[src/design/cdq_pkg.sv]
// Package for the circular deque: field widths, codes, defaults and shared types.
package cdq_pkg;

  // Fixed field widths of the transfer payloads
  localparam int unsigned OPCODE_W   = 3;
  localparam int unsigned DATA_IN_W  = 32;
  localparam int unsigned POSITION_W = 4;
  localparam int unsigned DATA_OUT_W = 32;
  localparam int unsigned STATUS_W   = 2;
  localparam int unsigned COUNT_W    = 5;

  // Parameter defaults
  localparam int unsigned DEFAULT_DEPTH      = 16;
  localparam int unsigned DEFAULT_DATA_WIDTH = 32;

  // Operation codes; six and seven are no-ops
  typedef enum logic [OPCODE_W-1:0] {
    OP_PUSH_BACK  = 3'd0,
    OP_POP_BACK   = 3'd1,
    OP_PUSH_FRONT = 3'd2,
    OP_POP_FRONT  = 3'd3,
    OP_READ       = 3'd4,
    OP_CLEAR      = 3'd5
  } opcode_e;

  // Result status codes
  typedef enum logic [STATUS_W-1:0] {
    STAT_OK      = 2'd0,
    STAT_EMPTY   = 2'd1,
    STAT_FULL    = 2'd2,
    STAT_BAD_IDX = 2'd3
  } status_e;

  // Controller states
  typedef enum logic {
    S_IDLE = 1'b0,
    S_RESP = 1'b1
  } cdq_state_e;

  // Controller to datapath commands
  typedef struct packed {
    logic    take;
    logic    push_back;
    logic    pop_back;
    logic    push_front;
    logic    pop_front;
    logic    rd_pos;
    logic    clear;
    status_e status;
    logic    data_ok;
  } cdq_cmd_t;

  // Datapath to controller status
  typedef struct packed {
    logic empty;
    logic full;
    logic pos_bad;
  } cdq_stat_t;

endpackage

[src/design/cdq_if.sv]
// Handshake interfaces for the deque's operation and result channels.
interface cdq_in_if;
  logic                             valid;
  logic                             ready;
  logic [cdq_pkg::OPCODE_W-1:0]     opcode;
  logic [cdq_pkg::DATA_IN_W-1:0]    data_in;
  logic [cdq_pkg::POSITION_W-1:0]   position;

  modport source (output valid, output opcode, output data_in, output position,
                  input ready);
  modport sink   (input valid, input opcode, input data_in, input position,
                  output ready);
endinterface

interface cdq_out_if;
  logic                             valid;
  logic                             ready;
  logic [cdq_pkg::DATA_OUT_W-1:0]   data_out;
  logic [cdq_pkg::STATUS_W-1:0]     status;
  logic [cdq_pkg::COUNT_W-1:0]      count;

  modport source (output valid, output data_out, output status, output count,
                  input ready);
  modport sink   (input valid, input data_out, input status, input count,
                  output ready);
endinterface

[src/design/cdq_ctrl.sv]
// Controller for the circular deque: handshake sequencing and opcode decode.
module cdq_ctrl (
  input  logic                          clk_i,
  input  logic                          rst_ni,
  input  logic                          in_valid_i,
  input  logic [cdq_pkg::OPCODE_W-1:0]  opcode_i,
  input  logic                          out_ready_i,
  input  cdq_pkg::cdq_stat_t            stat_i,
  output logic                          in_ready_o,
  output logic                          out_valid_o,
  output cdq_pkg::cdq_cmd_t             cmd_o
);

  cdq_pkg::cdq_state_e state_q, state_d;
  logic                take;

  assign take = in_valid_i && (state_q == cdq_pkg::S_IDLE);

  // State register
  always_ff @(posedge clk_i or negedge rst_ni) begin
    if (!rst_ni) begin
      state_q <= cdq_pkg::S_IDLE;
    end else begin
      state_q <= state_d;
    end
  end

  // Next state
  always_comb begin
    state_d = state_q;
    unique case (state_q)
      cdq_pkg::S_IDLE: begin
        if (in_valid_i) state_d = cdq_pkg::S_RESP;
      end
      cdq_pkg::S_RESP: begin
        if (out_ready_i) state_d = cdq_pkg::S_IDLE;
      end
      default: state_d = cdq_pkg::S_IDLE;
    endcase
  end

  // Outputs: handshake and decoded command
  always_comb begin
    in_ready_o  = (state_q == cdq_pkg::S_IDLE);
    out_valid_o = (state_q == cdq_pkg::S_RESP);
    cmd_o         = '0;
    cmd_o.take    = take;
    cmd_o.status  = cdq_pkg::STAT_OK;
    if (take) begin
      unique case (cdq_pkg::opcode_e'(opcode_i))
        cdq_pkg::OP_PUSH_BACK: begin
          if (stat_i.full) cmd_o.status = cdq_pkg::STAT_FULL;
          else             cmd_o.push_back = 1'b1;
        end
        cdq_pkg::OP_PUSH_FRONT: begin
          if (stat_i.full) cmd_o.status = cdq_pkg::STAT_FULL;
          else             cmd_o.push_front = 1'b1;
        end
        cdq_pkg::OP_POP_BACK: begin
          if (stat_i.empty) begin
            cmd_o.status = cdq_pkg::STAT_EMPTY;
          end else begin
            cmd_o.pop_back = 1'b1;
            cmd_o.data_ok  = 1'b1;
          end
        end
        cdq_pkg::OP_POP_FRONT: begin
          if (stat_i.empty) begin
            cmd_o.status = cdq_pkg::STAT_EMPTY;
          end else begin
            cmd_o.pop_front = 1'b1;
            cmd_o.data_ok   = 1'b1;
          end
        end
        cdq_pkg::OP_READ: begin
          if (stat_i.empty) begin
            cmd_o.status = cdq_pkg::STAT_EMPTY;
          end else if (stat_i.pos_bad) begin
            cmd_o.status = cdq_pkg::STAT_BAD_IDX;
          end else begin
            cmd_o.rd_pos  = 1'b1;
            cmd_o.data_ok = 1'b1;
          end
        end
        cdq_pkg::OP_CLEAR: cmd_o.clear = 1'b1;
        default: ; // unused codes: no operation
      endcase
    end
  end

endmodule

[src/design/cdq_dpath.sv]
// Datapath for the circular deque: entry store, pointers, count and result registers.
module cdq_dpath #(
  parameter int unsigned DEPTH      = cdq_pkg::DEFAULT_DEPTH,
  parameter int unsigned DATA_WIDTH = cdq_pkg::DEFAULT_DATA_WIDTH
) (
  input  logic                             clk_i,
  input  logic                             rst_ni,
  input  cdq_pkg::cdq_cmd_t                cmd_i,
  input  logic [cdq_pkg::DATA_IN_W-1:0]    data_in_i,
  input  logic [cdq_pkg::POSITION_W-1:0]   position_i,
  output cdq_pkg::cdq_stat_t               stat_o,
  output logic [cdq_pkg::DATA_OUT_W-1:0]   data_out_o,
  output logic [cdq_pkg::STATUS_W-1:0]     status_o,
  output logic [cdq_pkg::COUNT_W-1:0]      count_o
);

  localparam int unsigned PTR_W = (DEPTH > 1) ? $clog2(DEPTH) : 1;
  localparam int unsigned CNT_W = $clog2(DEPTH + 1);
  localparam int unsigned POS_W = cdq_pkg::POSITION_W;
  localparam int unsigned CMP_W = (CNT_W > POS_W) ? CNT_W : POS_W;
  localparam int unsigned SUM_W = ((PTR_W > POS_W) ? PTR_W : POS_W) + 1;
  localparam logic [PTR_W-1:0] LAST = PTR_W'(DEPTH - 1);

  logic [DATA_WIDTH-1:0] mem [DEPTH];
  logic [DATA_WIDTH-1:0] rd_q;
  logic [PTR_W-1:0]      head_q, head_d, tail_q, tail_d;
  logic [CNT_W-1:0]      count_q, count_d;
  cdq_pkg::status_e      status_q;
  logic                  data_ok_q;

  logic [PTR_W-1:0]      head_prev, head_next, tail_prev, tail_next;
  logic [SUM_W-1:0]      pos_sum, pos_wrap;
  logic [PTR_W-1:0]      pos_idx, raddr, waddr;
  logic                  we;

  // Circular neighbours of the pointers
  assign head_prev = (head_q == '0)   ? LAST : head_q - 1'b1;
  assign head_next = (head_q == LAST) ? '0   : head_q + 1'b1;
  assign tail_prev = (tail_q == '0)   ? LAST : tail_q - 1'b1;
  assign tail_next = (tail_q == LAST) ? '0   : tail_q + 1'b1;

  // Logical position to slot: sum stays below twice the depth when in range
  assign pos_sum  = SUM_W'(head_q) + SUM_W'(position_i);
  assign pos_wrap = (pos_sum >= SUM_W'(DEPTH)) ? pos_sum - SUM_W'(DEPTH) : pos_sum;
  assign pos_idx  = pos_wrap[PTR_W-1:0];

  // Status to the controller
  assign stat_o.empty   = (count_q == '0);
  assign stat_o.full    = (count_q == CNT_W'(DEPTH));
  assign stat_o.pos_bad = (CMP_W'(position_i) >= CMP_W'(count_q));

  // Store addressing
  assign we    = cmd_i.push_back || cmd_i.push_front;
  assign waddr = cmd_i.push_front ? head_prev : tail_q;

  always_comb begin
    priority if (cmd_i.pop_back) begin
      raddr = tail_prev;
    end else if (cmd_i.pop_front) begin
      raddr = head_q;
    end else begin
      raddr = pos_idx;
    end
  end

  // Entry store with registered read
  always_ff @(posedge clk_i) begin
    if (we) begin
      mem[waddr] <= DATA_WIDTH'(data_in_i);
    end
    if (cmd_i.pop_back || cmd_i.pop_front || cmd_i.rd_pos) begin
      rd_q <= mem[raddr];
    end
  end

  // Pointer and count next values
  always_comb begin
    head_d  = head_q;
    tail_d  = tail_q;
    count_d = count_q;
    priority if (cmd_i.clear) begin
      head_d  = '0;
      tail_d  = '0;
      count_d = '0;
    end else if (cmd_i.push_back) begin
      tail_d  = tail_next;
      count_d = count_q + 1'b1;
    end else if (cmd_i.push_front) begin
      head_d  = head_prev;
      count_d = count_q + 1'b1;
    end else if (cmd_i.pop_back) begin
      tail_d  = tail_prev;
      count_d = count_q - 1'b1;
    end else if (cmd_i.pop_front) begin
      head_d  = head_next;
      count_d = count_q - 1'b1;
    end else begin
      count_d = count_q;
    end
  end

  always_ff @(posedge clk_i or negedge rst_ni) begin
    if (!rst_ni) begin
      head_q  <= '0;
      tail_q  <= '0;
      count_q <= '0;
    end else begin
      head_q  <= head_d;
      tail_q  <= tail_d;
      count_q <= count_d;
    end
  end

  // Result fields, held while the result transfer stalls
  always_ff @(posedge clk_i) begin
    if (cmd_i.take) begin
      status_q  <= cmd_i.status;
      data_ok_q <= cmd_i.data_ok;
    end
  end

  assign data_out_o = data_ok_q ? cdq_pkg::DATA_OUT_W'(rd_q) : '0;
  assign status_o   = status_q;
  assign count_o    = cdq_pkg::COUNT_W'(count_q);

endmodule

[src/design/circular_deque_top.sv]
// Top level of the circular deque: controller plus datapath behind two handshake channels.
//
//   channel  dir  handshake      payload
//   in_i     in   valid/ready    opcode[2:0], data_in[31:0], position[3:0]
//   out_o    out  valid/ready    data_out[31:0], status[1:0], count[4:0]
//
// Each operation runs as the transfer in, then the result from the registered store
// read in the next cycle. One operation is in flight at a time; a new one is taken
// in the cycle after the result transfer.
// A stalled result holds its fields and blocks the input channel.
// Reset empties the deque at once; the store contents are left undefined.
module circular_deque_top #(
  parameter int unsigned DEPTH      = cdq_pkg::DEFAULT_DEPTH,
  parameter int unsigned DATA_WIDTH = cdq_pkg::DEFAULT_DATA_WIDTH
) (
  input  logic       clk_i,
  input  logic       rst_ni,
  cdq_in_if.sink     in_i,
  cdq_out_if.source  out_o
);

  cdq_pkg::cdq_cmd_t  cmd;
  cdq_pkg::cdq_stat_t stat;

  // Sequencing and decode
  cdq_ctrl u_ctrl (
    .clk_i       (clk_i),
    .rst_ni      (rst_ni),
    .in_valid_i  (in_i.valid),
    .opcode_i    (in_i.opcode),
    .out_ready_i (out_o.ready),
    .stat_i      (stat),
    .in_ready_o  (in_i.ready),
    .out_valid_o (out_o.valid),
    .cmd_o       (cmd)
  );

  // Store, pointers and result registers
  cdq_dpath #(
    .DEPTH      (DEPTH),
    .DATA_WIDTH (DATA_WIDTH)
  ) u_dpath (
    .clk_i      (clk_i),
    .rst_ni     (rst_ni),
    .cmd_i      (cmd),
    .data_in_i  (in_i.data_in),
    .position_i (in_i.position),
    .stat_o     (stat),
    .data_out_o (out_o.data_out),
    .status_o   (out_o.status),
    .count_o    (out_o.count)
  );

endmodule
[src/flat_wrapper.sv]
// flat-port wrapper written by rule: the top's interface ports become plain ports
module circular_deque_top_flat 
#(
  parameter int unsigned DEPTH      = cdq_pkg::DEFAULT_DEPTH,
  parameter int unsigned DATA_WIDTH = cdq_pkg::DEFAULT_DATA_WIDTH
)
  (clk_i, rst_ni, in_i_valid, in_i_opcode, in_i_data_in, in_i_position, in_i_ready, out_o_valid, out_o_data_out, out_o_status, out_o_count, out_o_ready);
  cdq_in_if in_i_i ();
  cdq_out_if out_o_i ();
  input  logic clk_i;
  input  logic rst_ni;
  input wire logic [$bits(in_i_i.valid)-1:0] in_i_valid;
  input wire logic [$bits(in_i_i.opcode)-1:0] in_i_opcode;
  input wire logic [$bits(in_i_i.data_in)-1:0] in_i_data_in;
  input wire logic [$bits(in_i_i.position)-1:0] in_i_position;
  output wire logic [$bits(in_i_i.ready)-1:0] in_i_ready;
  output wire logic [$bits(out_o_i.valid)-1:0] out_o_valid;
  output wire logic [$bits(out_o_i.data_out)-1:0] out_o_data_out;
  output wire logic [$bits(out_o_i.status)-1:0] out_o_status;
  output wire logic [$bits(out_o_i.count)-1:0] out_o_count;
  input wire logic [$bits(out_o_i.ready)-1:0] out_o_ready;
  assign in_i_i.valid = in_i_valid;
  assign in_i_i.opcode = in_i_opcode;
  assign in_i_i.data_in = in_i_data_in;
  assign in_i_i.position = in_i_position;
  assign in_i_ready = in_i_i.ready;
  assign out_o_valid = out_o_i.valid;
  assign out_o_data_out = out_o_i.data_out;
  assign out_o_status = out_o_i.status;
  assign out_o_count = out_o_i.count;
  assign out_o_i.ready = out_o_ready;
  circular_deque_top #(.DEPTH(DEPTH), .DATA_WIDTH(DATA_WIDTH)) u_core (.clk_i(clk_i), .rst_ni(rst_ni), .in_i(in_i_i), .out_o(out_o_i));
endmodule
[config.mk]
export PLATFORM = sky130hd
export DESIGN_NAME = circular_deque_top_flat
export DESIGN_NICKNAME = d
export VERILOG_FILES = /design/src/design/cdq_pkg.sv /design/src/design/cdq_if.sv /design/src/design/cdq_ctrl.sv /design/src/design/cdq_dpath.sv /design/src/design/circular_deque_top.sv /design/src/flat_wrapper.sv
export SDC_FILE = /design/constraint.sdc
export NUM_CORES = 1
export LEC_CHECK = 0
export BUFFER_PORTS_ARGS = -buffer_cell sky130_fd_sc_hd__buf_2
export CELL_PAD_IN_SITES_DETAIL_PLACEMENT = 1
export CELL_PAD_IN_SITES_GLOBAL_PLACEMENT = 1
export CORE_ASPECT_RATIO = 1.75
export CORE_MARGIN = 2
export CORE_UTILIZATION = 52
export CTS_CLUSTER_SIZE = 12
export DETAILED_ROUTE_END_ITERATION = 7
export PLACE_DENSITY_LB_ADDON = 0.1
export SYNTH_ARGS = -nofsm -noshare
export SYNTH_HDL_FRONTEND = slang
export SYNTH_SLANG_ARGS = --single-unit
[constraint.sdc]
create_clock -name clk_i -period 4.9 [get_ports clk_i]
set_input_delay 0.98 -clock clk_i [delete_from_list [all_inputs] [get_ports clk_i]]
set_output_delay 0.98 -clock clk_i [all_outputs]
set_load 0.02 [all_outputs]
* Word level (Yosys, flattened, before mapping)
Memories as Yosys holds them, arrays and structs flattened. A register that Yosys moved wholly into a read port is not among the register bits.
Cells that the tools add are included.
** Storage, ports and cells
- Flip-flop bits (word level) :: 17
- Memories kept :: 1
- Input bits :: 43
- Bits in writable memories :: 512
- Word-level logic and storage cells :: 89
- Output and inout bits :: 41
** Memory list
- u_core.u_dpath.mem :: words 16, width 32, read ports 1, clocked after memory_dff 1, wr ports 1, line cdq_dpath.sv:24 : logic [DATA_WIDTH-1:0] mem [DEPTH];
** Operators by class
- Reductions and logical operators :: 15
- $add $sub $neg :: 8
- Eq/ne operators :: 11
- Bitwise logic cells :: 1
- Muxes and demuxes :: 45
- $lt $le $gt $ge :: 2
** Operator list (count)
- 4-bit 2-to-1 mux :: 17
- 32-bit 2-to-1 mux :: 1
- 5-bit 2-to-1 mux :: 5
- 1-bit 2-to-1 mux :: 15
- 4-bit by 1-bit subtractor with 4-bit output (second input constant) :: 3
- 9-bit 2-to-1 mux :: 1
- 4-bit by 1-bit adder with 4-bit output (second input constant) :: 2
- 4-bit equality test (second input constant) :: 2
- 4-bit zero test :: 2
- 3-bit by 2-bit equality test with 1-bit output (second input constant) :: 2
- 3-bit equality test (second input constant) :: 2
- 2-bit 2-to-1 mux :: 3
- 2-bit case mux with 3 select lines :: 1
- 3-bit nonzero test :: 2
- 4-bit by 4-bit adder with 5-bit output :: 1
- 5-bit by 1-bit adder with 5-bit output (second input constant) :: 1
- 5-bit equality test (second input constant) :: 1
- 4-bit by 5-bit greater-or-equal comparator with 1-bit output :: 1
- 5-bit greater-or-equal comparator (second input constant) :: 1
- 5-bit zero test :: 1
- 5-bit nonzero test :: 1
- 5-bit by 1-bit subtractor with 5-bit output (second input constant) :: 1
- 1-bit case mux with 2 select lines :: 2
- 2-bit OR reduction :: 2
- 10 further kinds :: 12

* Depth between registers and ports, before layout
- Depth after elaboration :: 10
- Depth in mapped cells :: 12
- Mapped depth without buffers :: 8

* By module
A second synthesis with hierarchy kept.
** Second synthesis, totals
- Cell total of the unflattened synthesis :: 1350
- Area, all modules :: 22823.1 um2
** Modules (own cells, without submodules)
- cdq_dpath :: seq. area each 16751.1 um2, cells an instance 1323, times used 1, area an instance 22592.9 um2
- cdq_ctrl :: seq. area each 25.0 um2, cells an instance 27, times used 1, area an instance 230.2 um2

* Worst setup path after synthesis
OpenSTA, ideal clock, no wires.
- Path type :: in2reg
- Start point :: in in_i_position[0]
- End point :: reg u_core.u_dpath.rd_q[0] (read register of u_core.u_dpath.mem) (enable)
- Required time :: 4430 ps
- Setup time :: 470 ps
- Path buffers :: 0
- Slack :: -67 ps
- Arrival time :: 4497 ps
- Stages :: 8
- Cell sequence :: inv_1 -> ha_1 -> nand2b_1 -> a21o_1 -> a21o_1 -> a21oi_1 -> o21ai_0 -> a211oi_1
** Between the ends
- Word-level cells in the longest chain between the ends :: 6
** RTL lines
- from (decl) :: line flat_wrapper.sv:15 : input wire logic [$bits(in_i_i.position)-1:0] in_i_position;
- parallel branches: the longest is 6 deep, another holds 4-bit by 4-bit adder with 5-bit output
- to (decl) :: line cdq_dpath.sv:25 : logic [DATA_WIDTH-1:0] rd_q;
Several ways; the timed one is not identified.
A chain may end at the register's enable or synchronous reset.

* Final worst setup path
- Start point :: reg u_core.u_dpath.count_q[0], in the netlist u_core.u_dpath.count_o[0]
- End point :: reg u_core.u_dpath.rd_q[1] (read register of u_core.u_dpath.mem), data pin
** Between the ends
- Word-level cells in the longest chain between the ends :: 6
** RTL lines
- from (decl) :: line cdq_dpath.sv:27 : logic [CNT_W-1:0] count_q, count_d;
- from (signal assigned) :: line cdq_dpath.sv:110 : count_q <= count_d;
- 4-bit by 5-bit greater-or-equal comparator with 1-bit output / 5-bit zero test (equally long branches) :: line cdq_dpath.sv:50, cdq_dpath.sv:48
- 1-bit 2-to-1 mux (on tied branches) :: line cdq_ctrl.sv:78, cdq_ctrl.sv:60, cdq_ctrl.sv:68
- 1-bit 2-to-1 mux (on tied branches) :: line cdq_ctrl.sv:76, cdq_ctrl.sv:50
- 1-bit 2-to-1 mux / 9-bit 2-to-1 mux (equally long branches) :: line cdq_ctrl.sv:50, cdq_ctrl.sv:49
- 9-bit 2-to-1 mux (*) :: line cdq_ctrl.sv:49 : if (take) begin
- 1-bit logical OR / 4-bit 2-to-1 mux (equally long branches) :: line cdq_dpath.sv:71, cdq_dpath.sv:57
Every way passes the cells marked *; elsewhere a longest branch is shown, timed or not.

==> impl_metrics.ini <==
[outcome]
outcome = complete, no violations

[power_and_ir_drop]
pwr_density_cell_nw_per_um2 = 590.6
p_leak_nw = 9.229
peakVddDrop_uv = 755.7
p_total_mw = 16.05

[sta]
report.final.setup_viol = 0
fin_tns_setup_ps = 0
period_needed_ps = 3723
worst_slack_ps = 1177
max_freq_ghz = 0.2686
relSlewSlack_pct = 12.22
worstMarginPinSlew_ps = 1317
period_share_pct = 75.98
drv_slew = 0
rsz0062_at_grt = false
finalHoldViolations = 0
finClkSkew_ps = 13.46

[floorplan]
coreArea_um2 = 46770
fp.dieW_um = 168.4
num_rows = 105
initial_core_util_pct = 52.59
dieArea_um2 = 49120
die_y_um = 291.7
ioPinCount = 84

[synth]
synth_simple_gate_area_share_pct = 3.886
syn_area_per_cell_um2 = 13.59
yosysSeqAreaShare_pct = 68.21
synth_top_family_by_area = compound AO/OA/AOI/OAI gates
synth_largest_area_cell = edfxtp_1
synth_seq_cells = 561
synth_xor_area_share_pct = 0.3917
synthesis.nets = 1867
synth_compound_area_share_pct = 18.11
ys_warn_count = 0
netlist_area_um2 = 24600
synth-edff-count = 547
synthTopCellsByArea = edfxtp_1, o211ai_1, inv_1
synthFlopType = edfxtp_1
synthCells = 1810
async_reset_ff_share_pct = 2.496
ys_types = 52
synth_fa_ha_area_share_pct = 0.7427
yosys.area.top_type_share_pct = 66.78
synth_mux_area_share_pct = 1.302

[clock_network]
cts_tree = built
ctsResizeCount = 0
clock_path_buffers = 3
path_clk_slew_ps = 70
h-tree-depth = 2
cts_setup_buffers = 0
root_buffer = clkbuf_16
cts_buffers = 53
cts_hold_buf = 0
clk_latency_ps = 580
cts_sinks = 561

[placement]
port_buffers = 83
dp.cells = 2370
gp_routability_congestion = 0.7929
dpl_worst_slack_ps = 789.9
post-dp-hpwl_um = 36510

[layout]
nets = 1894
fin_util_pct = 58.11
syn_to_final_growth_pct = 10.50
fin_cells = 2440
final_common_cell = edfxtp_1
drive_gt1_share_pct = 11.78
mostFrequentLayoutCells = edfxtp_1, o211ai_1, inv_1

[worst_setup_path]
crit_path_start = u_core.u_dpath.count_o[0]$_DFFE_PN0P_
path_max_fanout = 186
cp_num_buf_inv = 2
cp_common_cell = o211ai_1
cp.required_ps = 5300
critPathLaunchType = flip-flop
end_kind = flip-flop
path_delay_family = simple AND/OR/NAND/NOR gates
crit_type = flip-flop to flip-flop
arrival_ps = 4120
crit_chain = inv_1, ha_1, nor4b_4, or3_4, buf_12, o211ai_1, o211ai_1, nand4_1, mux2i_1
critPathMaxStageDelay_ps = 630
critPathSlowestCell = nor4b_4
r2r-start = u_core.u_dpath.count_o[0]$_DFFE_PN0P_

[routing]
drc = 0
avgRoutedWirePerCell_um = 28.40
routed_wirelength_um = 69300
firstDrtPassIters = 5
drtIter0Drc = 1264
num_vias = 15940
ant_nets = 0
viasPerCell = 6.534

[hold_path]
hold_path_class = input port to async pin

[grt]
overflow = 0
grt_pass1_wl_um = 104600
grt_pass1_vias = 16990
antenna_found_initial = 4
grtUsageTotal_pct = 28.38
grt_max_degree = 209

[job]
drv_cap = 0
==> layout make-up <==
class | count | area [um2]
repair buffers | 132 | 1021
clock buffers | 63 | 1385
diodes | 2 | 5.005
inverters | 271 | 1017
clock inverters | 5 | 58.81
multi-input cells | 818 | 6181
well taps | 588 | 735.7
fillers | 4460 | 19590
flip-flops and latches | 561 | 16780
==> per-layer routing <==
layer  routed length (um)  up-vias  track usage (%)
met5                    0        -                0
met4                 3357        0            12.70
met3                 2648      183            2.765
met2                36310      454            50.47
met1                26980     8259            35.06
li1                     -     7046                -
==> report_power, final <==
group | total [mW] | internal (mW) | leakage [nW] | switching [mW]
clock network | 3.69 | 2.01 | 0.704 | 1.68
registers | 5.78 | 5.60 | 5.10 | 0.181
logic | 6.58 | 2.08 | 3.43 | 4.50
==> registers in the layout, summed over array words and instances (netlist names) <==
register / flops
u_core.u_ctrl.out_valid_o: 1
u_core.u_dpath.count_o: 5
u_core.u_dpath.data_ok_q: 1
u_core.u_dpath.head_q: 4
u_core.u_dpath.mem: 512
u_core.u_dpath.rd_q: 32
u_core.u_dpath.status_o: 2
u_core.u_dpath.tail_q: 4
==> Yosys cell counts (5+ instances only) <==
cell type  instances
a21oi_1           19
and2_1            32
buf_2             63
buf_4             18
buf_6              6
clkbuf_1          70
dfrtp_1           14
edfxtp_1         547
ha_1              13
inv_1            271
mux2i_1           32
nand2_1           17
nand2b_1           5
nand4_1           65
nor2_1            38
o211ai_1         513
o21ai_0           10
o311ai_0           5
o32ai_1            5
xnor2_1            9
==> cell families (layout without fill, tap and decap cells) <==
kind of cell | count (synthesis) | count (layout)
XOR/XNOR | 11 | 11
adder cells (fa/ha/maj) | 14 | 14
flip-flops | 561 | 561
AND/OR/NAND/NOR | 173 | 173
AO/OA/AOI/OAI | 588 | 588
buffers and inverters | 431 | 471
multiplexers | 32 | 32
other | 0 | 2
==> stage by stage <==
step / instance area (um2) / hold slack, ps
2_1_floorplan: 24600 / 591.8
3_3_place_gp: 25730 / 578.4
3_5_place_dp: 25730 / 596.2
4_1_cts: 27170 / 310.1
5_1_grt: 27180 / 324.7
6_report: 27180 / 313.2
==> path summary, 6_finish.rpt <==
kind	cells after the start	endpoint	slack [ps]
worst min register to register	2	u_core.u_ctrl.out_valid_o$_DFF_PN0_	610
worst max register to register	9	u_core.u_dpath.rd_q[1]$_DFFE_PP_	1180
max in group asynchronous	1	u_core.u_dpath.head_q[3]$_DFFE_PN0P_	4300
worst max-delay path	9	u_core.u_dpath.rd_q[1]$_DFFE_PP_	1180
worst min-delay path	1	u_core.u_dpath.count_o[4]$_DFFE_PN0P_	310
min in group clk_i	2	u_core.u_ctrl.out_valid_o$_DFF_PN0_	580
No activity file was read; power rests on OpenSTA's default activity.
